### src/tape_image_record_scanner_macros.svh
// Assertion macros shared by the tape image record scanner RTL
`ifndef TAPE_IMAGE_RECORD_SCANNER_MACROS_SVH
`define TAPE_IMAGE_RECORD_SCANNER_MACROS_SVH
`ifndef SYNTHESIS
// same-cycle implication, disabled during reset
`define TIRS_ASSERT_NOW(lbl, clk, rst_n, ante, cons) \
	lbl: assert property (@(posedge clk) disable iff (!rst_n) (ante) |-> (cons)) \
		else $error("%m: assertion failed");
// next-cycle implication, disabled during reset
`define TIRS_ASSERT_NEXT(lbl, clk, rst_n, ante, cons) \
	lbl: assert property (@(posedge clk) disable iff (!rst_n) (ante) |=> (cons)) \
		else $error("%m: assertion failed");
`else
`define TIRS_ASSERT_NOW(lbl, clk, rst_n, ante, cons)
`define TIRS_ASSERT_NEXT(lbl, clk, rst_n, ante, cons)
`endif
`endif

### src/tirs_pkg.sv
// Shared types and helpers for the tape image record scanner
package tirs_pkg;

	// report kinds
	typedef enum logic [1:0] {
		KIND_RUN           = 2'd0,
		KIND_FILE_END      = 2'd1,
		KIND_SECOND_MARK   = 2'd2,
		KIND_END_OF_MEDIUM = 2'd3
	} kind_t;

	// one report request
	typedef struct packed {
		kind_t        kind;
		logic [15:0]  file_number;
		logic [23:0]  first_record;
		logic [23:0]  last_record;
		logic [39:0]  byte_count;
		logic         last_of_run;
	} res_t;

	// reports produced by one accepted byte, first is the older one
	typedef struct packed {
		logic [1:0] count;
		res_t       first;
		res_t       second;
	} push_t;

	localparam int unsigned QDepth = 4;
	localparam int unsigned QPtrW  = $clog2(QDepth);
	localparam int unsigned QCntW  = $clog2(QDepth + 1);

	function automatic res_t make_res(kind_t k, logic [15:0] fnum, logic [23:0] first,
		logic [23:0] last, logic [39:0] bytes);
		res_t r;
		r.kind         = k;
		r.file_number  = fnum;
		r.first_record = first;
		r.last_record  = last;
		r.byte_count   = bytes;
		r.last_of_run  = 1'b0;
		return r;
	endfunction

endpackage

### src/tirs_if.sv
// Handshake channels for image bytes and reports

interface tirs_byte_if;
	logic       valid;
	logic       ready;
	logic       mode;
	logic [7:0] byte_value;

	modport source (output valid, output mode, output byte_value, input ready);
	modport sink (input valid, input mode, input byte_value, output ready);
endinterface

interface tirs_report_if;
	logic        valid;
	logic        ready;
	logic [1:0]  kind;
	logic [15:0] file_number;
	logic [23:0] first_record;
	logic [23:0] last_record;
	logic [39:0] byte_count;
	logic        last_of_run;

	modport source (output valid, output kind, output file_number, output first_record,
		output last_record, output byte_count, output last_of_run, input ready);
	modport sink (input valid, input kind, input file_number, input first_record,
		input last_record, input byte_count, input last_of_run, output ready);
endinterface

### src/tirs_result_fifo.sv
// Report queue: takes up to two report requests a cycle, hands out one
`include "tape_image_record_scanner_macros.svh"

module tirs_result_fifo (
	input  logic              clk,
	input  logic              arst_n,
	input  tirs_pkg::push_t   push,
	output logic              room,
	tirs_report_if.source     reports
);

	tirs_pkg::res_t                  mem_q [tirs_pkg::QDepth];
	logic [tirs_pkg::QPtrW-1:0]      wr_ptr_q;
	logic [tirs_pkg::QPtrW-1:0]      rd_ptr_q;
	logic [tirs_pkg::QCntW-1:0]      count_q;
	logic                            pop;
	logic [tirs_pkg::QPtrW-1:0]      wr_ptr_p1;
	tirs_pkg::res_t                  head;

	assign pop       = reports.valid && reports.ready;
	assign wr_ptr_p1 = wr_ptr_q + {{(tirs_pkg::QPtrW-1){1'b0}}, 1'b1};
	// space for the worst case of two requests from one byte
	assign room      = count_q <= tirs_pkg::QCntW'(tirs_pkg::QDepth - 2);

	// storage, no reset needed
	always_ff @(posedge clk) begin
		if (push.count != 2'd0) begin
			mem_q[wr_ptr_q] <= push.first;
		end
		if (push.count == 2'd2) begin
			mem_q[wr_ptr_p1] <= push.second;
		end
	end

	// pointers and fill count
	always_ff @(posedge clk or negedge arst_n) begin
		if (!arst_n) begin
			wr_ptr_q <= '0;
			rd_ptr_q <= '0;
			count_q  <= '0;
		end else begin
			wr_ptr_q <= wr_ptr_q + tirs_pkg::QPtrW'(push.count);
			if (pop) begin
				rd_ptr_q <= rd_ptr_q + {{(tirs_pkg::QPtrW-1){1'b0}}, 1'b1};
			end
			count_q <= count_q + tirs_pkg::QCntW'(push.count)
				- tirs_pkg::QCntW'(pop);
		end
	end

	// head of queue drives the channel
	assign head                 = mem_q[rd_ptr_q];
	assign reports.valid        = count_q != '0;
	assign reports.kind         = head.kind;
	assign reports.file_number  = head.file_number;
	assign reports.first_record = head.first_record;
	assign reports.last_record  = head.last_record;
	assign reports.byte_count   = head.byte_count;
	assign reports.last_of_run  = head.last_of_run;

	`TIRS_ASSERT_NOW(a_no_overflow, clk, arst_n, 1'b1, count_q <= 3'd4)
	`TIRS_ASSERT_NOW(a_push_needs_room, clk, arst_n, push.count != 2'd0, room)
	`TIRS_ASSERT_NEXT(a_pop_drains, clk, arst_n, pop && push.count == 2'd0,
		count_q == $past(count_q) - 3'd1)

endmodule

### src/tape_image_record_scanner.sv
// Tape image record scanner: one image byte per request, reports on a queued channel.
// The reports of a byte are registered into the queue and offered from its head.
// Throughput: one byte per cycle while the four-entry report queue has room for two.
// Up to two reports per byte; draining one per cycle while ready sets the limit.
// Reset: arst_n clears all state at once; file number restarts at one, nothing queued.
`include "tape_image_record_scanner_macros.svh"

module tape_image_record_scanner (
	input  logic          clk,
	input  logic          arst_n,
	tirs_byte_if.sink     bytes,
	tirs_report_if.source reports
);

	typedef enum logic [3:0] {
		PH_HEADER  = 4'b0001,
		PH_DATA    = 4'b0010,
		PH_PAD     = 4'b0100,
		PH_TRAILER = 4'b1000
	} phase_t;

	phase_t       phase_q, phase_n;
	logic [1:0]   idx_q, idx_n;
	logic [23:0]  hdr_q, hdr_n;
	logic [15:0]  rem_q, rem_n;
	logic [15:0]  len_q, len_n;
	logic [1:0]   mc_q, mc_n;
	logic [15:0]  fc_q, fc_n;
	logic [23:0]  rc_q, rc_n;
	logic [23:0]  rs_q, rs_n;
	logic [15:0]  rsize_q, rsize_n;
	logic         rvalid_q, rvalid_n;
	logic [31:0]  fb_q, fb_n;
	logic [39:0]  tot_q, tot_n;
	logic         fin_q, fin_n;

	logic             room;
	logic             acc;
	logic             do_eom, do_mark, do_record;
	logic [31:0]      h;
	logic [23:0]      rc_inc;
	logic [32:0]      fb_sum;
	logic [40:0]      tot_sum;
	tirs_pkg::push_t  push;

	assign bytes.ready = room;
	assign acc         = bytes.valid && bytes.ready;
	assign h           = {bytes.byte_value, hdr_q};
	assign rc_inc      = (rc_q == '1) ? rc_q : rc_q + 24'd1;
	assign fb_sum      = {1'b0, fb_q} + {17'b0, len_q};
	assign tot_sum     = {1'b0, tot_q} + {9'b0, fb_q};

	// next state and reports for one byte
	always_comb begin
		phase_n  = phase_q;
		idx_n    = idx_q;
		hdr_n    = hdr_q;
		rem_n    = rem_q;
		len_n    = len_q;
		mc_n     = mc_q;
		fc_n     = fc_q;
		rc_n     = rc_q;
		rs_n     = rs_q;
		rsize_n  = rsize_q;
		rvalid_n = rvalid_q;
		fb_n     = fb_q;
		tot_n    = tot_q;
		fin_n    = fin_q;
		do_eom    = 1'b0;
		do_mark   = 1'b0;
		do_record = 1'b0;
		push      = '0;

		// decode the byte against the framing phase
		if (acc && !fin_q) begin
			if (bytes.mode) begin
				do_eom = 1'b1;
			end else begin
				unique case (phase_q)
					PH_HEADER: begin
						if (idx_q == 2'd3) begin
							idx_n = 2'd0;
							hdr_n = '0;
							if (h[31:16] != 16'd0) begin
								do_eom = 1'b1;
							end else if (h == 32'd0) begin
								do_mark = 1'b1;
							end else begin
								len_n   = h[15:0];
								rem_n   = h[15:0];
								phase_n = PH_DATA;
							end
						end else begin
							hdr_n[{idx_q, 3'b000} +: 8] = bytes.byte_value;
							idx_n = idx_q + 2'd1;
						end
					end
					PH_DATA: begin
						rem_n = rem_q - 16'd1;
						if (rem_q == 16'd1) begin
							if (len_q[0]) begin
								phase_n = PH_PAD;
							end else begin
								do_record = 1'b1;
							end
						end
					end
					PH_PAD: begin
						do_record = 1'b1;
					end
					PH_TRAILER: begin
						idx_n = idx_q + 2'd1;
						if (idx_q == 2'd3) begin
							phase_n = PH_HEADER;
							hdr_n   = '0;
						end
					end
					default: begin
						phase_n = phase_q;
					end
				endcase
			end
		end

		// end of medium: report tape total, then ignore everything
		if (do_eom) begin
			fin_n       = 1'b1;
			push.count  = 2'd1;
			push.first  = tirs_pkg::make_res(tirs_pkg::KIND_END_OF_MEDIUM, 16'd0, 24'd0,
				24'd0, tot_q);
		end

		// record complete: count it and open a new run on the first record or a size change
		if (do_record) begin
			rc_n    = rc_inc;
			fb_n    = fb_sum[32] ? '1 : fb_sum[31:0];
			mc_n    = 2'd0;
			phase_n = PH_TRAILER;
			idx_n   = 2'd0;
			if (!rvalid_q || len_q != rsize_q) begin
				if (rvalid_q) begin
					push.count = 2'd1;
					push.first = tirs_pkg::make_res(tirs_pkg::KIND_RUN, fc_q, rs_q, rc_q,
						{24'd0, rsize_q});
				end
				rsize_n  = len_q;
				rs_n     = rc_inc;
				rvalid_n = 1'b1;
			end
		end

		// tape mark: close the file, or note a repeated mark
		if (do_mark) begin
			mc_n = (mc_q == 2'd3) ? mc_q : mc_q + 2'd1;
			if (mc_q == 2'd0) begin
				if (rvalid_q) begin
					push.count  = 2'd2;
					push.first  = tirs_pkg::make_res(tirs_pkg::KIND_RUN, fc_q, rs_q, rc_q,
						{24'd0, rsize_q});
					push.second = tirs_pkg::make_res(tirs_pkg::KIND_FILE_END, fc_q, 24'd0,
						rc_q, {8'd0, fb_q});
				end else begin
					push.count = 2'd1;
					push.first = tirs_pkg::make_res(tirs_pkg::KIND_FILE_END, fc_q, 24'd0,
						rc_q, {8'd0, fb_q});
				end
				fc_n = (fc_q == '1) ? fc_q : fc_q + 16'd1;
			end else begin
				push.count = 2'd1;
				push.first = tirs_pkg::make_res(tirs_pkg::KIND_SECOND_MARK, fc_q, 24'd0,
					24'd0, {8'd0, fb_q});
			end
			tot_n    = tot_sum[40] ? '1 : tot_sum[39:0];
			rc_n     = '0;
			rs_n     = '0;
			fb_n     = '0;
			rvalid_n = 1'b0;
		end

		// flag the final report of this byte
		if (push.count == 2'd1) begin
			push.first.last_of_run = 1'b1;
		end else if (push.count == 2'd2) begin
			push.second.last_of_run = 1'b1;
		end
	end

	// state registers
	always_ff @(posedge clk or negedge arst_n) begin
		if (!arst_n) begin
			phase_q  <= PH_HEADER;
			idx_q    <= '0;
			hdr_q    <= '0;
			rem_q    <= '0;
			len_q    <= '0;
			mc_q     <= '0;
			fc_q     <= 16'd1;
			rc_q     <= '0;
			rs_q     <= '0;
			rsize_q  <= '0;
			rvalid_q <= 1'b0;
			fb_q     <= '0;
			tot_q    <= '0;
			fin_q    <= 1'b0;
		end else begin
			phase_q  <= phase_n;
			idx_q    <= idx_n;
			hdr_q    <= hdr_n;
			rem_q    <= rem_n;
			len_q    <= len_n;
			mc_q     <= mc_n;
			fc_q     <= fc_n;
			rc_q     <= rc_n;
			rs_q     <= rs_n;
			rsize_q  <= rsize_n;
			rvalid_q <= rvalid_n;
			fb_q     <= fb_n;
			tot_q    <= tot_n;
			fin_q    <= fin_n;
		end
	end

	tirs_result_fifo u_queue (
		.clk     (clk),
		.arst_n  (arst_n),
		.push    (push),
		.room    (room),
		.reports (reports)
	);

	`TIRS_ASSERT_NEXT(a_finished_sticks, clk, arst_n, fin_q, fin_q)
	`TIRS_ASSERT_NOW(a_finished_silent, clk, arst_n, fin_q, push.count == 2'd0)

endmodule
### src/flat_wrapper.sv
// flat-port wrapper written by rule: the top's interface ports become plain ports
module tape_image_record_scanner_flat 
  (clk, arst_n, bytes_valid, bytes_mode, bytes_byte_value, bytes_ready, reports_valid, reports_kind, reports_file_number, reports_first_record, reports_last_record, reports_byte_count, reports_last_of_run, reports_ready);
  tirs_byte_if bytes_i ();
  tirs_report_if reports_i ();
  input  logic clk;
  input  logic arst_n;
  input wire logic [$bits(bytes_i.valid)-1:0] bytes_valid;
  input wire logic [$bits(bytes_i.mode)-1:0] bytes_mode;
  input wire logic [$bits(bytes_i.byte_value)-1:0] bytes_byte_value;
  output wire logic [$bits(bytes_i.ready)-1:0] bytes_ready;
  output wire logic [$bits(reports_i.valid)-1:0] reports_valid;
  output wire logic [$bits(reports_i.kind)-1:0] reports_kind;
  output wire logic [$bits(reports_i.file_number)-1:0] reports_file_number;
  output wire logic [$bits(reports_i.first_record)-1:0] reports_first_record;
  output wire logic [$bits(reports_i.last_record)-1:0] reports_last_record;
  output wire logic [$bits(reports_i.byte_count)-1:0] reports_byte_count;
  output wire logic [$bits(reports_i.last_of_run)-1:0] reports_last_of_run;
  input wire logic [$bits(reports_i.ready)-1:0] reports_ready;
  assign bytes_i.valid = bytes_valid;
  assign bytes_i.mode = bytes_mode;
  assign bytes_i.byte_value = bytes_byte_value;
  assign bytes_ready = bytes_i.ready;
  assign reports_valid = reports_i.valid;
  assign reports_kind = reports_i.kind;
  assign reports_file_number = reports_i.file_number;
  assign reports_first_record = reports_i.first_record;
  assign reports_last_record = reports_i.last_record;
  assign reports_byte_count = reports_i.byte_count;
  assign reports_last_of_run = reports_i.last_of_run;
  assign reports_i.ready = reports_ready;
  tape_image_record_scanner u_core (.clk(clk), .arst_n(arst_n), .bytes(bytes_i), .reports(reports_i));
endmodule
### config.mk
export PLATFORM = sky130hd
export DESIGN_NAME = tape_image_record_scanner_flat
export DESIGN_NICKNAME = d
export VERILOG_FILES = /design/src/tirs_pkg.sv /design/src/tirs_if.sv /design/src/tirs_result_fifo.sv /design/src/tape_image_record_scanner.sv /design/src/flat_wrapper.sv
export VERILOG_INCLUDE_DIRS = /design/src /design/src/src
export SDC_FILE = /design/constraint.sdc
export NUM_CORES = 1
export LEC_CHECK = 0
export BUFFER_PORTS_ARGS = -buffer_cell sky130_fd_sc_hd__buf_2
export CELL_PAD_IN_SITES_DETAIL_PLACEMENT = 1
export CELL_PAD_IN_SITES_GLOBAL_PLACEMENT = 2
export CORE_MARGIN = 2
export CORE_UTILIZATION = 43
export CTS_CLUSTER_SIZE = 30
export DETAILED_ROUTE_END_ITERATION = 10
export HOLD_SLACK_MARGIN = 0.06
export PLACE_DENSITY_LB_ADDON = 0.1
export SYNTH_ARGS = -nofsm -noshare
export SYNTH_HDL_FRONTEND = slang
export SYNTH_SLANG_ARGS = --single-unit
### constraint.sdc
create_clock -name clk -period 6.3 [get_ports clk]
set_input_delay 0.945 -clock clk [delete_from_list [all_inputs] [get_ports clk]]
set_output_delay 0.945 -clock clk [all_outputs]
set_load 0.01 [all_outputs]
==> results_dict.tcl <==
set metrics [dict create \
    die_y_um 275 \
    start_kind "flop" \
    synth_top_area_frac 0.281 \
    finalSetupTns_ns 0 \
    p_int_uw 7860 \
    die-width_um 275 \
    drt-total-wl_um 100000 \
    place.gp.congestion 0.864 \
    status "completed" \
    powerDensity_nw_per_um2 303 \
    synth-main-ff-cell "edfxtp_1" \
    hpwl_um 65800 \
    leakage_uw 0.0140 \
    fin_crit_sh 0.725 \
    synthAdderAreaFrac 0.0264 \
    skew_ns 0.0337 \
    vias 23200 \
    power_frac_clock 0.404 \
    yosys_warnings 0 \
    place_ws_ns 1.19 \
    dr.first_iter.drc_count 1467 \
    finalWorstSetupSlack_ns 1.73 \
    synth_cells 2697 \
    postCtsSetupBuffers 0 \
    post_cts_resized 0 \
    hold_viol 0 \
    ctsLongestPathBuffers 3 \
    timing.final.max_slew_violations 0 \
    p_switching_uw 2970 \
    worst_slew_pin_slew_ns 1.18 \
    maxCapViolCount 0 \
    rsz0062_at_grt "false" \
    combPwrFrac 0.163 \
    syn_area_per_cell_um2 11.7 \
    fin_crit_ns 4.57 \
    syn2layout_area_growth_pct 12.8 \
    synth.most_common_cell "edfxtp_1" \
    yosys-top-cells-count "edfxtp_1, nor2_1, nand2_1, dfrtp_1, a22o_1" \
    netSwitchingFraction 0.274 \
    synth_xor_area_frac 0.0321 \
    syn-cell-area_um2 31700 \
    ys_ff_latch 653 \
    drcViolationCount 0 \
    seqPwrFrac 0.433 \
    ios 122 \
    cts_buffers 75 \
    grt_pass1_vias 24400 \
    yosysSeqAreaShare 0.542 \
    floorplan.initialDensity 0.434 \
    grt_use_total 0.265 \
    setup_violations 0 \
    rows 99 \
    hp-class "input port to asynchronous set/reset pin" \
    core_um2 73000 \
    clock_latency_ns 0.62 \
    ys_types 87 \
    synthMuxAreaShare 0.0889 \
    critical_path_required_ns 6.53 \
    fmax_mhz 219 \
    grt_max_degree 144 \
    cts_hold_buf 0 \
    cts.clk_slew.worst_paths_ns 0.06 \
    crit_arrival_ns 4.80 \
    vdd_drop_max_uv 302 \
    wl_per_cell_um 26.5 \
    drive_gt1_frac 0.169 \
    vias_per_cell 6.12 \
    synth_top_family_by_area "compound AO/OA/AOI/OAI gates" \
    dr.pass1.iters 5 \
    synthTopCellsByArea "edfxtp_1, dfrtp_1, dfxtp_1" \
    grt.overflow.total 0 \
    synth_area_leader_cell "edfxtp_1" \
    yosys.area_share.simple 0.120 \
    diodes 0 \
    async_flop_share 0.345 \
    grt_pass1_wl_um 153000 \
    root_buffer "clkbuf_16" \
    critPathCaptureType "flop" \
    synth_compound_area_frac 0.163 \
    numPortBuffers 121 \
    relSlewSlack 0.209 \
    timing.hold.ws_ns 0.350 \
    fillCellCount 7599 \
    nets 2848 \
    cp_max_fo 40 \
    clock-sinks 653 \
    path_class "flop to flop" \
    dieArea_um2 75800 \
    synth_edf_count 296 \
    htree_num_levels 3 \
    antenna_left 0 \
    cts_tree "done" \
    synth_fp_nets 2775 \
    antenna_found_initial 1 \
]
## worst paths after layout
| check | startpoint | end | slack [ns] | cells past startpoint |
|---|---|---|---|---|
| hold / removal | arst_n | u_core.rc_q[6]$_DFFE_PN0P_ | 0.35 | 1 |
| hold reg to reg | u_core.u_queue.mem_q[1][39]$_SDFFE_PP0N_ | u_core.u_queue.mem_q[1][39]$_SDFFE_PP0N_ | 0.47 | 1 |
| max in group asynchronous | arst_n | u_core.idx_q[0]$_DFFE_PN0P_ | 4.56 | 2 |
| setup reg to reg | u_core.hdr_q[18]$_DFFE_PN0P_ | u_core.u_queue.mem_q[2][97]$_DFFE_PP_ | 1.73 | 10 |
| setup / recovery | u_core.hdr_q[18]$_DFFE_PN0P_ | u_core.u_queue.mem_q[2][97]$_DFFE_PP_ | 1.73 | 10 |
| min in group clk | u_core.u_queue.mem_q[1][39]$_SDFFE_PP0N_ | u_core.u_queue.mem_q[1][39]$_SDFFE_PP0N_ | 0.47 | 1 |
## state kept, by name, indices dropped and copies added, names as in the netlist
signal	flops
u_core.phase_q	4
u_core.u_queue.wr_ptr_q	2
u_core.idx_q	2
u_core.u_queue.rd_ptr_q	2
u_core.rvalid_q	1
u_core.hdr_q	24
u_core.mc_q	2
u_core.len_q	16
u_core.tot_q	40
u_core.fin_q	1
u_core.rem_q	16
u_core.fb_q	32
u_core.fc_q	16
u_core.rc_q	24
u_core.rsize_q	16
u_core.rs_q	24
u_core.u_queue.count_q	3
u_core.u_queue.mem_q	428
## final cells by class
cell class                      instances  area [um^2]  share of cell area
Clock inverter                         26          268             0.00749
Tap cell                              959         1200              0.0336
Multi-Input combinational cell       1828        13700               0.383
Clock buffer                          110         2190              0.0614
Timing Repair Buffer                  174         1060              0.0298
Inverter                               38          150             0.00420
Sequential cell                       653        17200               0.481
## cell families after synthesis
group,Yosys count
flops,653
fa+ha+maj,65
mux,144
xor+xnor,116
buf+inv,216
compound gates,702
simple gates,801
## power by group through the flow
stage | Combinational [uW] | Clock (uW) | Sequential [uW]
after floorplan | 1220 | 0 | 4590
after global placement | 1790 | 0 | 4770
after detailed placement | 1800 | 0 | 4780
after CTS | 1800 | 4470 | 4690
after global routing | 1880 | 4630 | 4700
final | 1760 | 4380 | 4680
## worst max-delay path: stages (launching register included)
cell and delay, ns:
dfrtp_1 0.39, nor4_1 0.44, nand4_1 0.67, or4_1 0.98, nor2_8 0.23, inv_4 0.09
nor2_8 0.33, o21ai_2 0.07, buf_4 0.27, clkinv_2 0.10, buf_4 0.52
## cells in the final DEF (no fill, tap or decap), types with 62 or more instances in the layout
master | synthesis | final
ha_1 | 62 | 62
a22o_1 | 198 | 198
a21oi_1 | 141 | 141
nor2_1 | 274 | 267
dfxtp_1 | 132 | 132
a32o_1 | 70 | 70
dfrtp_1 | 223 | 221
nand2_1 | 236 | 236
clkbuf_16 | 0 | 77
buf_2 | 31 | 120
o21ai_0 | 97 | 97
edfxtp_1 | 296 | 296
xnor2_1 | 75 | 75
mux4_2 | 107 | 107
## routing by layer
layer	vias up	wire, um	global-route usage
met5	-	0	0
met3	134	4160	0.0311
met2	541	50300	0.456
met4	0	2680	0.0755
met1	12100	43000	0.354
li1	10400	-	-
## per-stage QoR
stage          std cells  utilization  total power (uW)  cell area, um^2
6_report            3788        0.490             10800            35700
5_1_grt             3788        0.490             11200            35700
4_1_cts             3788        0.490             11000            35700
3_5_place_dp        3652        0.456              6580            33300
3_3_place_gp        3652        0.456              6560            33300
2_1_floorplan       2697            -              5800            31700
Power figures use the tool's default switching activity.
